[src/hw/rtl/sfla_pkg.sv]
`timescale 1ns / 1ps

package sfla_pkg;

    // widest pool number the command carries (up to eight pools)
    localparam int POOL_W = 3;

    // smallest size class in bytes, pool p holds blocks of this << p
    localparam int MIN_CLASS_BYTES = 32;

    // request codes
    localparam logic FUNC_ALLOC = 1'b0;
    localparam logic FUNC_FREE  = 1'b1;

    // result status codes
    localparam logic [1:0] ST_OK        = 2'd0;
    localparam logic [1:0] ST_OOM       = 2'd1;
    localparam logic [1:0] ST_TOO_LARGE = 2'd2;
    localparam logic [1:0] ST_NULL      = 2'd3;

    // input word
    typedef struct packed {
        logic        func;
        logic [15:0] size_bytes;
        logic        handle_valid;
        logic [7:0]  block_index;
    } t_in_word;

    // result word
    typedef struct packed {
        logic [1:0] status;
        logic [1:0] pool_number;
        logic [7:0] granted_index;
        logic [8:0] free_count;
    } t_out_word;

    // classified command kinds
    typedef enum logic [1:0] {
        CMD_ALLOC,
        CMD_FREE,
        CMD_REJECT
    } t_cmd_kind;

    // classified command handed from front to back
    typedef struct packed {
        t_cmd_kind         kind;
        logic [POOL_W-1:0] pool;
        logic [7:0]        blk;
        logic [1:0]        rej_status;
    } t_cmd;

    // back end sequencer states
    typedef enum logic [1:0] {
        BK_CLEAR,
        BK_IDLE,
        BK_READ
    } t_bk_state;

endpackage

[src/hw/rtl/sfla_front.sv]
`timescale 1ns / 1ps

module sfla_front import sfla_pkg::*; #(
    parameter int CAPACITY   = 256,
    parameter int POOL_COUNT = 4
) (
    input  logic     i_in_valid,
    input  t_in_word i_in_word,
    output logic     o_in_stall,
    input  logic     i_q_full,
    input  logic     i_clearing,
    output logic     o_push,
    output t_cmd     o_cmd
);

    logic              pool_hit;
    logic [POOL_W-1:0] pool_num;
    logic              blk_ok;

    // smallest size class that fits, searched from the top so the lowest wins
    always_comb begin
        pool_hit = 1'b0;
        pool_num = '0;
        for (int p = POOL_COUNT - 1; p >= 0; p--) begin
            if (int'(i_in_word.size_bytes) <= (MIN_CLASS_BYTES << p)) begin
                pool_hit = 1'b1;
                pool_num = POOL_W'(p);
            end
        end
    end

    assign blk_ok = i_in_word.handle_valid && (int'(i_in_word.block_index) < CAPACITY);

    // classify the request
    always_comb begin
        o_cmd.kind       = CMD_REJECT;
        o_cmd.pool       = pool_num;
        o_cmd.blk        = i_in_word.block_index;
        o_cmd.rej_status = ST_OK;
        if (i_in_word.func == FUNC_FREE && !blk_ok) begin
            o_cmd.rej_status = ST_NULL;
        end else if (!pool_hit) begin
            o_cmd.rej_status = ST_TOO_LARGE;
        end else if (i_in_word.func == FUNC_FREE) begin
            o_cmd.kind = CMD_FREE;
        end else begin
            o_cmd.kind = CMD_ALLOC;
        end
    end

    // hold off while the queue is full or the link store is being set up
    assign o_in_stall = i_q_full || i_clearing;
    assign o_push     = i_in_valid && !o_in_stall;

endmodule

[config.mk]
export PLATFORM = sky130hd
export DESIGN_NAME = sfla_front
export DESIGN_NICKNAME = d
export VERILOG_FILES = /design/src/hw/rtl/sfla_pkg.sv /design/src/hw/rtl/sfla_front.sv
export SDC_FILE = /design/constraint.sdc
export NUM_CORES = 1
export LEC_CHECK = 0
export ABC_AREA = 1
export BUFFER_PORTS_ARGS = -buffer_cell sky130_fd_sc_hd__clkbuf_2
export CORE_AREA = 3 3 40 42
export DETAILED_ROUTE_END_ITERATION = 6
export DIE_AREA = 0 0 43 45
export GPL_TIMING_DRIVEN = 0
export MAX_ROUTING_LAYER = met4
export PLACE_DENSITY = 0.75
export SYNTH_ARGS = -nofsm -noshare
export SYNTH_HDL_FRONTEND = slang
export SYNTH_SLANG_ARGS = --single-unit
[constraint.sdc]
create_clock -name vclk -period 1
set_input_delay 0.2 -clock vclk [all_inputs]
set_output_delay 0.2 -clock vclk [all_outputs]
set_load 0.01 [all_outputs]
# After elaboration in Yosys (flattened, before gate mapping)
# Cells that the tools add are included.
[word_totals]
ff_bits = 0
inputBits = 29
word_cells = 22
[op_classes]
magnitude_cmp = 4
mux = 13
n_reduce_logical = 5
[ops]
columns = ["op", "n"]
rows = [
  ["$le A16 B6 Y1 const B", 1],
  ["$le A16 B7 Y1 const B", 1],
  ["$le A16 B8 Y1 const B", 1],
  ["$le A16 B9 Y1 const B", 1],
  ["$mux W2", 6],
  ["$mux W3", 2],
  ["$mux W1", 5],
  ["$logic_and A1 B1 Y1", 2],
  ["$logic_not A1 Y1", 2],
  ["$logic_or A1 B1 Y1", 1],
]

# Logic depth before layout (Yosys ltp)
[logic_depth]
depth_word = 7
depth_mapped = 9
mapped_depth_nobuf = 9

# Least setup slack after synthesis
# OpenSTA, ideal clock, no wires.
[synth_timing]
kind = "input port to output port"
start = "input port i_in_word[20] (netlist bit)"
end = "output port o_cmd[14] (netlist bit)"
t_arrival_ns = 0.872
required_time_ns = 0.800
path_slack_ns = -0.072
cell_stages = 7
path_cell_list = "nor2_1 -> nand2_2 -> nor2_4 -> inv_2 -> nand2_2 -> o21ai_2 -> buf_4"
[synth_lines]
columns = ["element", "line", "text"]
rows = [
  ["start, declared", "sfla_front.sv:8", "input t_in_word i_in_word,"],
  ["end, declared", "sfla_front.sv:13", "output t_cmd o_cmd"],
]

==> results.json <==
{
  "syn_avg_cell_area_sq_um": 4.688,
  "rsz0062_at_grt": "yes",
  "critPathArrivalTime_ns": 1.09,
  "setup_slack_ns": -0.2925,
  "ios": 46,
  "peakVddDrop_v": 0.0001345,
  "post-synth-top-count-cell": "nor2_1",
  "stdcell_area_sq_um": 669.4,
  "max_freq_mhz": 773.7,
  "crit_start": "i_in_word[22]",
  "endpoint_kind": "output port",
  "hold_path_depth": 2,
  "overflow": 0,
  "fin_nets": 149,
  "path_delay_family": "simple AND/OR/NAND/NOR gates",
  "crit_chain": "buf_6 > nor2_4 > nand2_2 > nor2_4 > inv_2 > nand2_4 > o21ai_4 > buf_6 > buf_6",
  "multi_input_area_sq_um": 302.8,
  "wl_mm": 1.086,
  "hold_slack_ns": 0.5888,
  "synth_cells": 79,
  "seq_area_frac_synth_pct": 0,
  "die_w_um": 43,
  "io_buffers": 37,
  "synthTopCellsByCount": "25 x nor2_1, 23 x nand2_1, 10 x buf_4",
  "synth_cell_type_count": 12,
  "period_needed_ns": 1.293,
  "hpwlAfterDp_um": 973.3,
  "leakagePower_nw": 0.3761,
  "register_area_sq_um": 0,
  "worstPathRequired_ns": 0.80,
  "vias_per_cell": 4.068,
  "place_inst": 131,
  "drive_above_1_share_pct": 57.63,
  "instances_no_fill": 133,
  "synthesis.area_sq_um": 370.4,
  "die_area_sq_um": 1935,
  "synthTopCellsByArea": "nor2_1 25%, nand2_1 23%, buf_4 20%",
  "place_ws_ns": -0.2854,
  "rows": 13,
  "first_pass_iters": 2,
  "drcViolationCount": 0,
  "final_hold_viol_count": 0,
  "crit_top_cell": "buf_6",
  "slowest_delay_ns": 0.14,
  "violations": "negative setup slack",
  "hold_buffers": 0,
  "finalSetupTns_ns": -1.220,
  "critical_path.max_fanout": 4,
  "synthesis.nets": 108,
  "gp_congestion": 0.7670,
  "grt_max_degree": 5,
  "period_share_pct": 129.3,
  "worstSetupStartpointType": "input pin",
  "postLayoutCoreUtil_pct": 52.09,
  "track_usage_pct": 11.36,
  "p_total_mw": 0.1905,
  "hold_class": "in2out",
  "antennaDiodeCount": 0,
  "dpl_cell_area_sq_um": 605.6,
  "fillers": 140,
  "wl_per_cell_um": 8.165,
  "core_area_sq_um": 1285,
  "drtIter0Drc": 2,
  "drv_cap": 0,
  "grt_pass1_vias": 480,
  "final-setup-viol-count": 5,
  "die_y_um": 45,
  "yosys_warnings": 0,
  "slew_viol_final": 0,
  "power.density_nw_per_um2": 284.7,
  "post-synth-top-area-cell": "nor2_1",
  "grt_pass1_wl_mm": 1.766,
  "synth_top_cell_area_share_pct": 25.34,
  "hp-start": "i_in_word[0]",
  "area_growth_pct": 80.74,
  "slowest_stage": "nor2_4",
  "status": "finished with violations",
  "path_class": "in2out",
  "ant_nets": 0,
  "whs_endpoint": "o_cmd[2]",
  "crit_buf_inv": 4,
  "start_util_pct": 28.82,
  "design.seq.count": 0,
  "num_vias": 541,
  "antenna_found_initial": 0,
  "nClkBuffers": 0
}
## kinds of logic after synthesis
family | share of synthesized area [%]
AND/OR/NAND/NOR | 64.86
buffers and inverters | 30.40
AO/OA/AOI/OAI | 3.715
other | 1.013
## power by group
part / switching, mW / total [mW] / leakage (nW) / internal (mW)
clock: 0 / 0 / 0 / 0
combinational: 0.0905 / 0.191 / 0.376 / 0.100
sequential: 0 / 0 / 0 / 0
total: 0.0905 / 0.191 / 0.376 / 0.100
## per-layer routing
| layer | up-vias | global-route usage [%] | share of wire, % | wire length, um |
|---|---|---|---|---|
| li1 | 296 | - | - | - |
| met1 | 216 | 13.33 | 35 | 375 |
| met2 | 29 | 22.16 | 53 | 572 |
| met3 | 0 | 1.195 | 13 | 138 |
| met4 | 0 | 0 | 0 | 0 |
| met5 | - | - | 0 | 0 |
## final cells by class
class	instances	share of cell area, %
buffer	10	11.78
timing repair buffer	39	34.58
tap	15	2.804
multi-input combinational	59	45.23
inverter	10	5.607
## worst max-delay path by stage
stage                      endpoint  slack [ns]  depth (start not counted)
after floorplan           o_cmd[13]       -0.03                          7
after global placement    o_cmd[14]       -0.28                          9
after detailed placement  o_cmd[14]       -0.29                          9
after CTS                 o_cmd[14]       -0.27                          9
after global routing      o_cmd[10]       -0.36                         10
final                     o_cmd[14]       -0.29                          9
## cell usage in the layout, fill, tap and decap left out, drive strengths merged
cell,count
buf,18
clkbuf,31
conb,1
inv,10
nand2,26
nor2,29
o21ai,2
or2,1
## what timing repair did
item | CTS | global route
gates resized for setup | 4 | 12
buffers inserted | 2 | 0
endpoints found under the setup margin | 5 | 6
pin swaps | 3 | 9
Power figures use the tool's default switching activity.
