**config.mk**
```make
export PLATFORM = sky130hd
export DESIGN_NAME = sfla_queue
export DESIGN_NICKNAME = d
export VERILOG_FILES = /design/src/hw/rtl/sfla_pkg.sv /design/src/hw/rtl/sfla_queue.sv
export SDC_FILE = /design/constraint.sdc
export NUM_CORES = 1
export LEC_CHECK = 0
export ABC_CLOCK_PERIOD_IN_PS = 4450
export BUFFER_PORTS_ARGS = -buffer_cell sky130_fd_sc_hd__buf_2
export CAP_MARGIN = 30
export CORE_MARGIN = 4
export CORE_UTILIZATION = 54
export DETAILED_ROUTE_END_ITERATION = 8
export GPL_ROUTABILITY_DRIVEN = 0
export PLACE_DENSITY = 0.92
export SKIP_CTS_REPAIR_TIMING = 1
export SYNTH_ARGS = -nofsm -noshare
export SYNTH_HDL_FRONTEND = slang
export SYNTH_SLANG_ARGS = --single-unit
```
**constraint.sdc**
```tcl
create_clock -name i_clk -period 4.45 [get_ports i_clk]
set_input_delay 0.445 -clock i_clk [delete_from_list [all_inputs] [get_ports i_clk]]
set_output_delay 0.445 -clock i_clk [all_outputs]
set_load 0.05 [all_outputs]
```
**src/hw/rtl/sfla_pkg.sv**
```systemverilog
`timescale 1ns / 1ps

package sfla_pkg;

    // widest pool number the command carries (up to eight pools)
    localparam int POOL_W = 3;

    // smallest size class in bytes, pool p holds blocks of this << p
    localparam int MIN_CLASS_BYTES = 32;

    // request codes
    localparam logic FUNC_ALLOC = 1'b0;
    localparam logic FUNC_FREE  = 1'b1;

    // result status codes
    localparam logic [1:0] ST_OK        = 2'd0;
    localparam logic [1:0] ST_OOM       = 2'd1;
    localparam logic [1:0] ST_TOO_LARGE = 2'd2;
    localparam logic [1:0] ST_NULL      = 2'd3;

    // input word
    typedef struct packed {
        logic        func;
        logic [15:0] size_bytes;
        logic        handle_valid;
        logic [7:0]  block_index;
    } t_in_word;

    // result word
    typedef struct packed {
        logic [1:0] status;
        logic [1:0] pool_number;
        logic [7:0] granted_index;
        logic [8:0] free_count;
    } t_out_word;

    // classified command kinds
    typedef enum logic [1:0] {
        CMD_ALLOC,
        CMD_FREE,
        CMD_REJECT
    } t_cmd_kind;

    // classified command handed from front to back
    typedef struct packed {
        t_cmd_kind         kind;
        logic [POOL_W-1:0] pool;
        logic [7:0]        blk;
        logic [1:0]        rej_status;
    } t_cmd;

    // back end sequencer states
    typedef enum logic [1:0] {
        BK_CLEAR,
        BK_IDLE,
        BK_READ
    } t_bk_state;

endpackage

```
**src/hw/rtl/sfla_queue.sv**
```systemverilog
`timescale 1ns / 1ps

module sfla_queue import sfla_pkg::*; (
    input  logic i_clk,
    input  logic i_rst_n,
    input  logic i_push,
    input  t_cmd i_cmd,
    output logic o_full,
    input  logic i_pop,
    output logic o_empty,
    output t_cmd o_cmd
);

    // two-entry command queue
    t_cmd       r_slot [2];
    logic       r_wr_ptr;
    logic       r_rd_ptr;
    logic [1:0] r_count;
    logic       n_wr_ptr;
    logic       n_rd_ptr;
    logic [1:0] n_count;

    assign o_full  = (r_count == 2'd2);
    assign o_empty = (r_count == 2'd0);
    assign o_cmd   = r_slot[r_rd_ptr];

    // pointer and fill bookkeeping
    always_comb begin
        n_wr_ptr = r_wr_ptr;
        n_rd_ptr = r_rd_ptr;
        n_count  = r_count;
        if (i_push) begin
            n_wr_ptr = !r_wr_ptr;
        end
        if (i_pop) begin
            n_rd_ptr = !r_rd_ptr;
        end
        if (i_push && !i_pop) begin
            n_count = r_count + 2'd1;
        end else if (!i_push && i_pop) begin
            n_count = r_count - 2'd1;
        end
    end

    always_ff @(posedge i_clk) begin
        if (!i_rst_n) begin
            r_wr_ptr <= 1'b0;
            r_rd_ptr <= 1'b0;
            r_count  <= 2'd0;
        end else begin
            r_wr_ptr <= n_wr_ptr;
            r_rd_ptr <= n_rd_ptr;
            r_count  <= n_count;
        end
    end

    // payload storage
    always_ff @(posedge i_clk) begin
        if (i_push) begin
            r_slot[r_wr_ptr] <= i_cmd;
        end
    end

endmodule

```
* Word level (Yosys, flattened, before mapping)
Memory sizes are Yosys's and may differ from the RTL's. A register that Yosys moved wholly into a read port is not among the register bits. Index checks and enable logic that the tools add are counted.
Storage, ports and cells: word-level logic and storage cells 21, register bits after elaboration 4, output and inout bits 17, RAM bits 30, memories 1
Memory list:
- r_slot | words 2, width 15, read ports 1, clocked after Yosys merged registers in 1, wr ports 1, line sfla_queue.sv:15 | t_cmd r_slot [2];
Cells by class: multiplexer cells 6, $add $sub $neg 2, reduce and logical (&&, ||, !) cells 8, eq/ne operators 1
Operators with widths (count):
- 1-bit zero test | 4
- 1-bit two-way mux | 4
- 2-bit two-way mux | 2
- 2-bit by 1-bit adder with 2-bit output, second input constant | 1
- 2-bit == test, second input constant | 1
- 1-bit logical AND | 2
- 2-bit zero test | 1
- 2-bit nonzero test | 1
- 2-bit by 1-bit subtractor with 2-bit output, second input constant | 1

* Logic depth before layout (Yosys ltp)
word-level depth 4, mapped depth 5, depth with buffers taken out 5

* Least setup slack after synthesis
Ideal clock, no wire load.
path kind input -> register, start point input port i_push, end point memory r_slot[0][0] (netlist name) (enable), path slack 2.863 ns, cell stages on the path 1, path buffers 0, arrival time 1.197 ns, path through nor2b_1
On the way: cells in the longest elaborated chain, start to end 2
RTL lines:
- start, declared | line sfla_queue.sv:6 | input logic i_push,
- 1-bit two-way mux | line sfla_queue.sv:59 | if (i_push) begin
- 1-bit two-way mux (implied by the code) | line sfla_queue.sv:60 | r_slot[r_wr_ptr] <= i_cmd;
- end, declared | line sfla_queue.sv:15
No other way between the ends.

==> results.txt <==
Outcome -> complete, no violations
Clock Pin Slew Worst Setup and Hold Paths -> 0.09 ns
Num ports -> 36
Num CTS Buffers -> 5
N_diodes -> 0
Cell count after synthesis -> 69
Worst-margin pin slew -> 0.740 ns
Starting DRT DRC Count -> 11
Die Y -> 57.1 um
ANT nets after route -> 0
Rows -> 17
Maximum root-to-sink buffer count -> 2
Root Driver -> clkbuf_4
Area grow syn2layout -> 20.3%
Final wirelength -> 1890 um
Slew Limit Fails -> 0
Post-Syn Area per Cell -> 18.9 um^2
Ratio of cells with drive above 1 in the final layout -> 0.523
Sink Count -> 35
DRC viols -> 0
Leakage -> 0.613 nW
Max_cap viols -> 0
Pwr/cell area -> 437 nW/um^2
Final worst-path cycle share -> 0.480
VDD IR-drop max -> 0.367 mV
Min-delay worst type -> input port to register
Int Pwr -> 0.000493 W
R2R depth -> 2
Final period demand of the worst path -> 2.13 ns
GRT Overall Usage -> 0.133
Flop-to-flop setup slack -> 2.94 ns
Global-route wire length before repair -> 3170 um
Routed wire per std cell -> 13.6 um
Vias per cell -> 5.03
DRT Pass-1 Iters -> 2
Skew-Pair Late Insertion Delay -> 0.32 ns
Worst Setup End Kind -> primary output
Sequential power share -> 0.568
Critical Path RT -> 4.01 ns
Non-filler cells, final -> 139
Final setup fails -> 0
Sw Ratio -> 0.280
Post-synth ARST share -> 0
# nets final -> 130
Combinational share of power -> 0.186
Clock share of power -> 0.246
H-tree depth -> 2
R2r endpoint -> r_slot[0][1]
RSZ-0062 raised after global routing -> no
Grt total ovfl -> 0
Clock skew -> 0.00205 ns
Arr. time, crit path -> 1.69 ns
Core area -> 2250 um^2
CTS tree -> yes
Largest net degree at the start of global routing -> 16
Main flop type after synthesis -> edfxtp_1
DP HPWL -> 1330 um
FMAX -> 0.469 GHz
Post-synth EDFFs -> 30
Worst Setup Path Type -> register to primary output
Buffers on Ports -> 35
Via count -> 699
Slew margin rel. -> 0.505
CP endpoint -> o_cmd[10]
Seq/Total Area, Yosys -> 0.769
Antenna violations before repair -> 0
Die X -> 57.1 um
Synthesized Nets -> 89
Synth unique cells -> 17
Initial Utilization -> 0.577
Yosys warns -> 0
Vias in the first global route -> 738
Post-synthesis cell area -> 1300 um^2
Register bit total from synthesis -> 35
Crit-path max FO -> 15
Die area -> 3260 um^2
R2r startpoint -> r_wr_ptr
NetSw -> 0.000191 W
Inst Count DP -> 131
Hold Vio Cnt, Final -> 0
Crit path launch type -> register
Fin Setup TNS -> 0 ns
## critical path: stages, from the launching register on
cell and delay, ns:
dfxtp_1 0.74, mux2_2 0.41, buf_2 0.21
## cells in the final DEF (no fill, tap or decap)
cell type / instances
buf_2: 35
edfxtp_1: 30
mux2_2: 15
dfxtp_1: 5
clkbuf_4: 5
and2_1: 4
xor2_1: 2
nor2b_1: 2
inv_1: 1
nor2_1: 1
and2b_2: 1
xnor2_1: 1
o21a_1: 1
o21ai_0: 1
or3_1: 1
a21boi_1: 1
ha_1: 1
clkinv_1: 1
clkbuf_1: 1
clkbuf_8: 1
buf_4: 1
## synth_stat cells (2+ instances only)
master | instances | area share
mux2_2 | 15 | 0.13
dfxtp_1 | 5 | 0.077
xor2_1 | 2 | 0.013
and2_1 | 4 | 0.019
nor2b_1 | 2 | 0.0096
edfxtp_1 | 30 | 0.69
## cells by family (layout without fill, tap and decap cells)
logic type,count (synthesis),count (layout),share of synthesized area
flops,35,35,0.769
mux,15,15,0.130
simple gates,9,9,0.0433
compound gates,3,3,0.0154
xor+xnor,3,3,0.0202
buf+inv,3,45,0.0125
fa+ha+maj,1,1,0.00961
## power by group through the flow
stage,Combinational (W),Sequential [W],Clock [W]
final,0.000127,0.000389,0.000169
after global placement,0.000127,0.000395,0
after global routing,0.000135,0.000391,0.000193
after CTS,0.000129,0.000389,0.000175
after floorplan,0.000104,0.000389,0
after detailed placement,0.000129,0.000396,0
## layout make-up
cell class | count | area, um^2
Sequential cell | 35 | 1000
Fill cell | 171 | 689
Multi-Input combinational cell | 31 | 284
Timing Repair Buffer | 36 | 183
Clock buffer | 7 | 55.1
Tap cell | 28 | 35.0
Clock inverter | 1 | 3.75
Inverter | 1 | 3.75
## worst min path at each step
stage / startpoint / to / cells past startpoint
floorplan: r_count[1] / r_count[1] / 2
global placement: r_count[1] / r_count[1] / 2
detailed placement: r_count[1] / r_count[1] / 2
CTS: i_cmd[7] / r_slot[1][7] / 1
global route: i_cmd[0] / r_slot[0][0] / 1
finish: i_cmd[10] / r_slot[0][10] / 1
## flip-flops by register name, summed over array words and instances, names as in the netlist, named ones only
signal,flops
r_rd_ptr,1
r_count,2
r_slot,30
r_wr_ptr,1
## layer usage
layer,track usage,vias up,wire (um)
li1,-,340,-
met1,0.146,325,784
met2,0.212,30,865
met3,0.0747,4,207
met4,0.0596,0,36
met5,0,-,0
## metrics by stage
stage          power, W  utilization  setup slack, ns  hold WS [ns]  instance area, um^2
6_report       0.000685        0.694             2.32         0.301                 1570
5_1_grt        0.000719        0.694             2.18         0.276                 1570
4_1_cts        0.000693        0.694             2.27         0.284                 1570
3_5_place_dp   0.000525        0.668             2.64         0.505                 1510
3_3_place_gp   0.000521        0.668             2.66         0.480                 1510
2_1_floorplan  0.000493            -             2.86         0.466                 1300
Note: power is estimated with default switching activity, not from simulation.
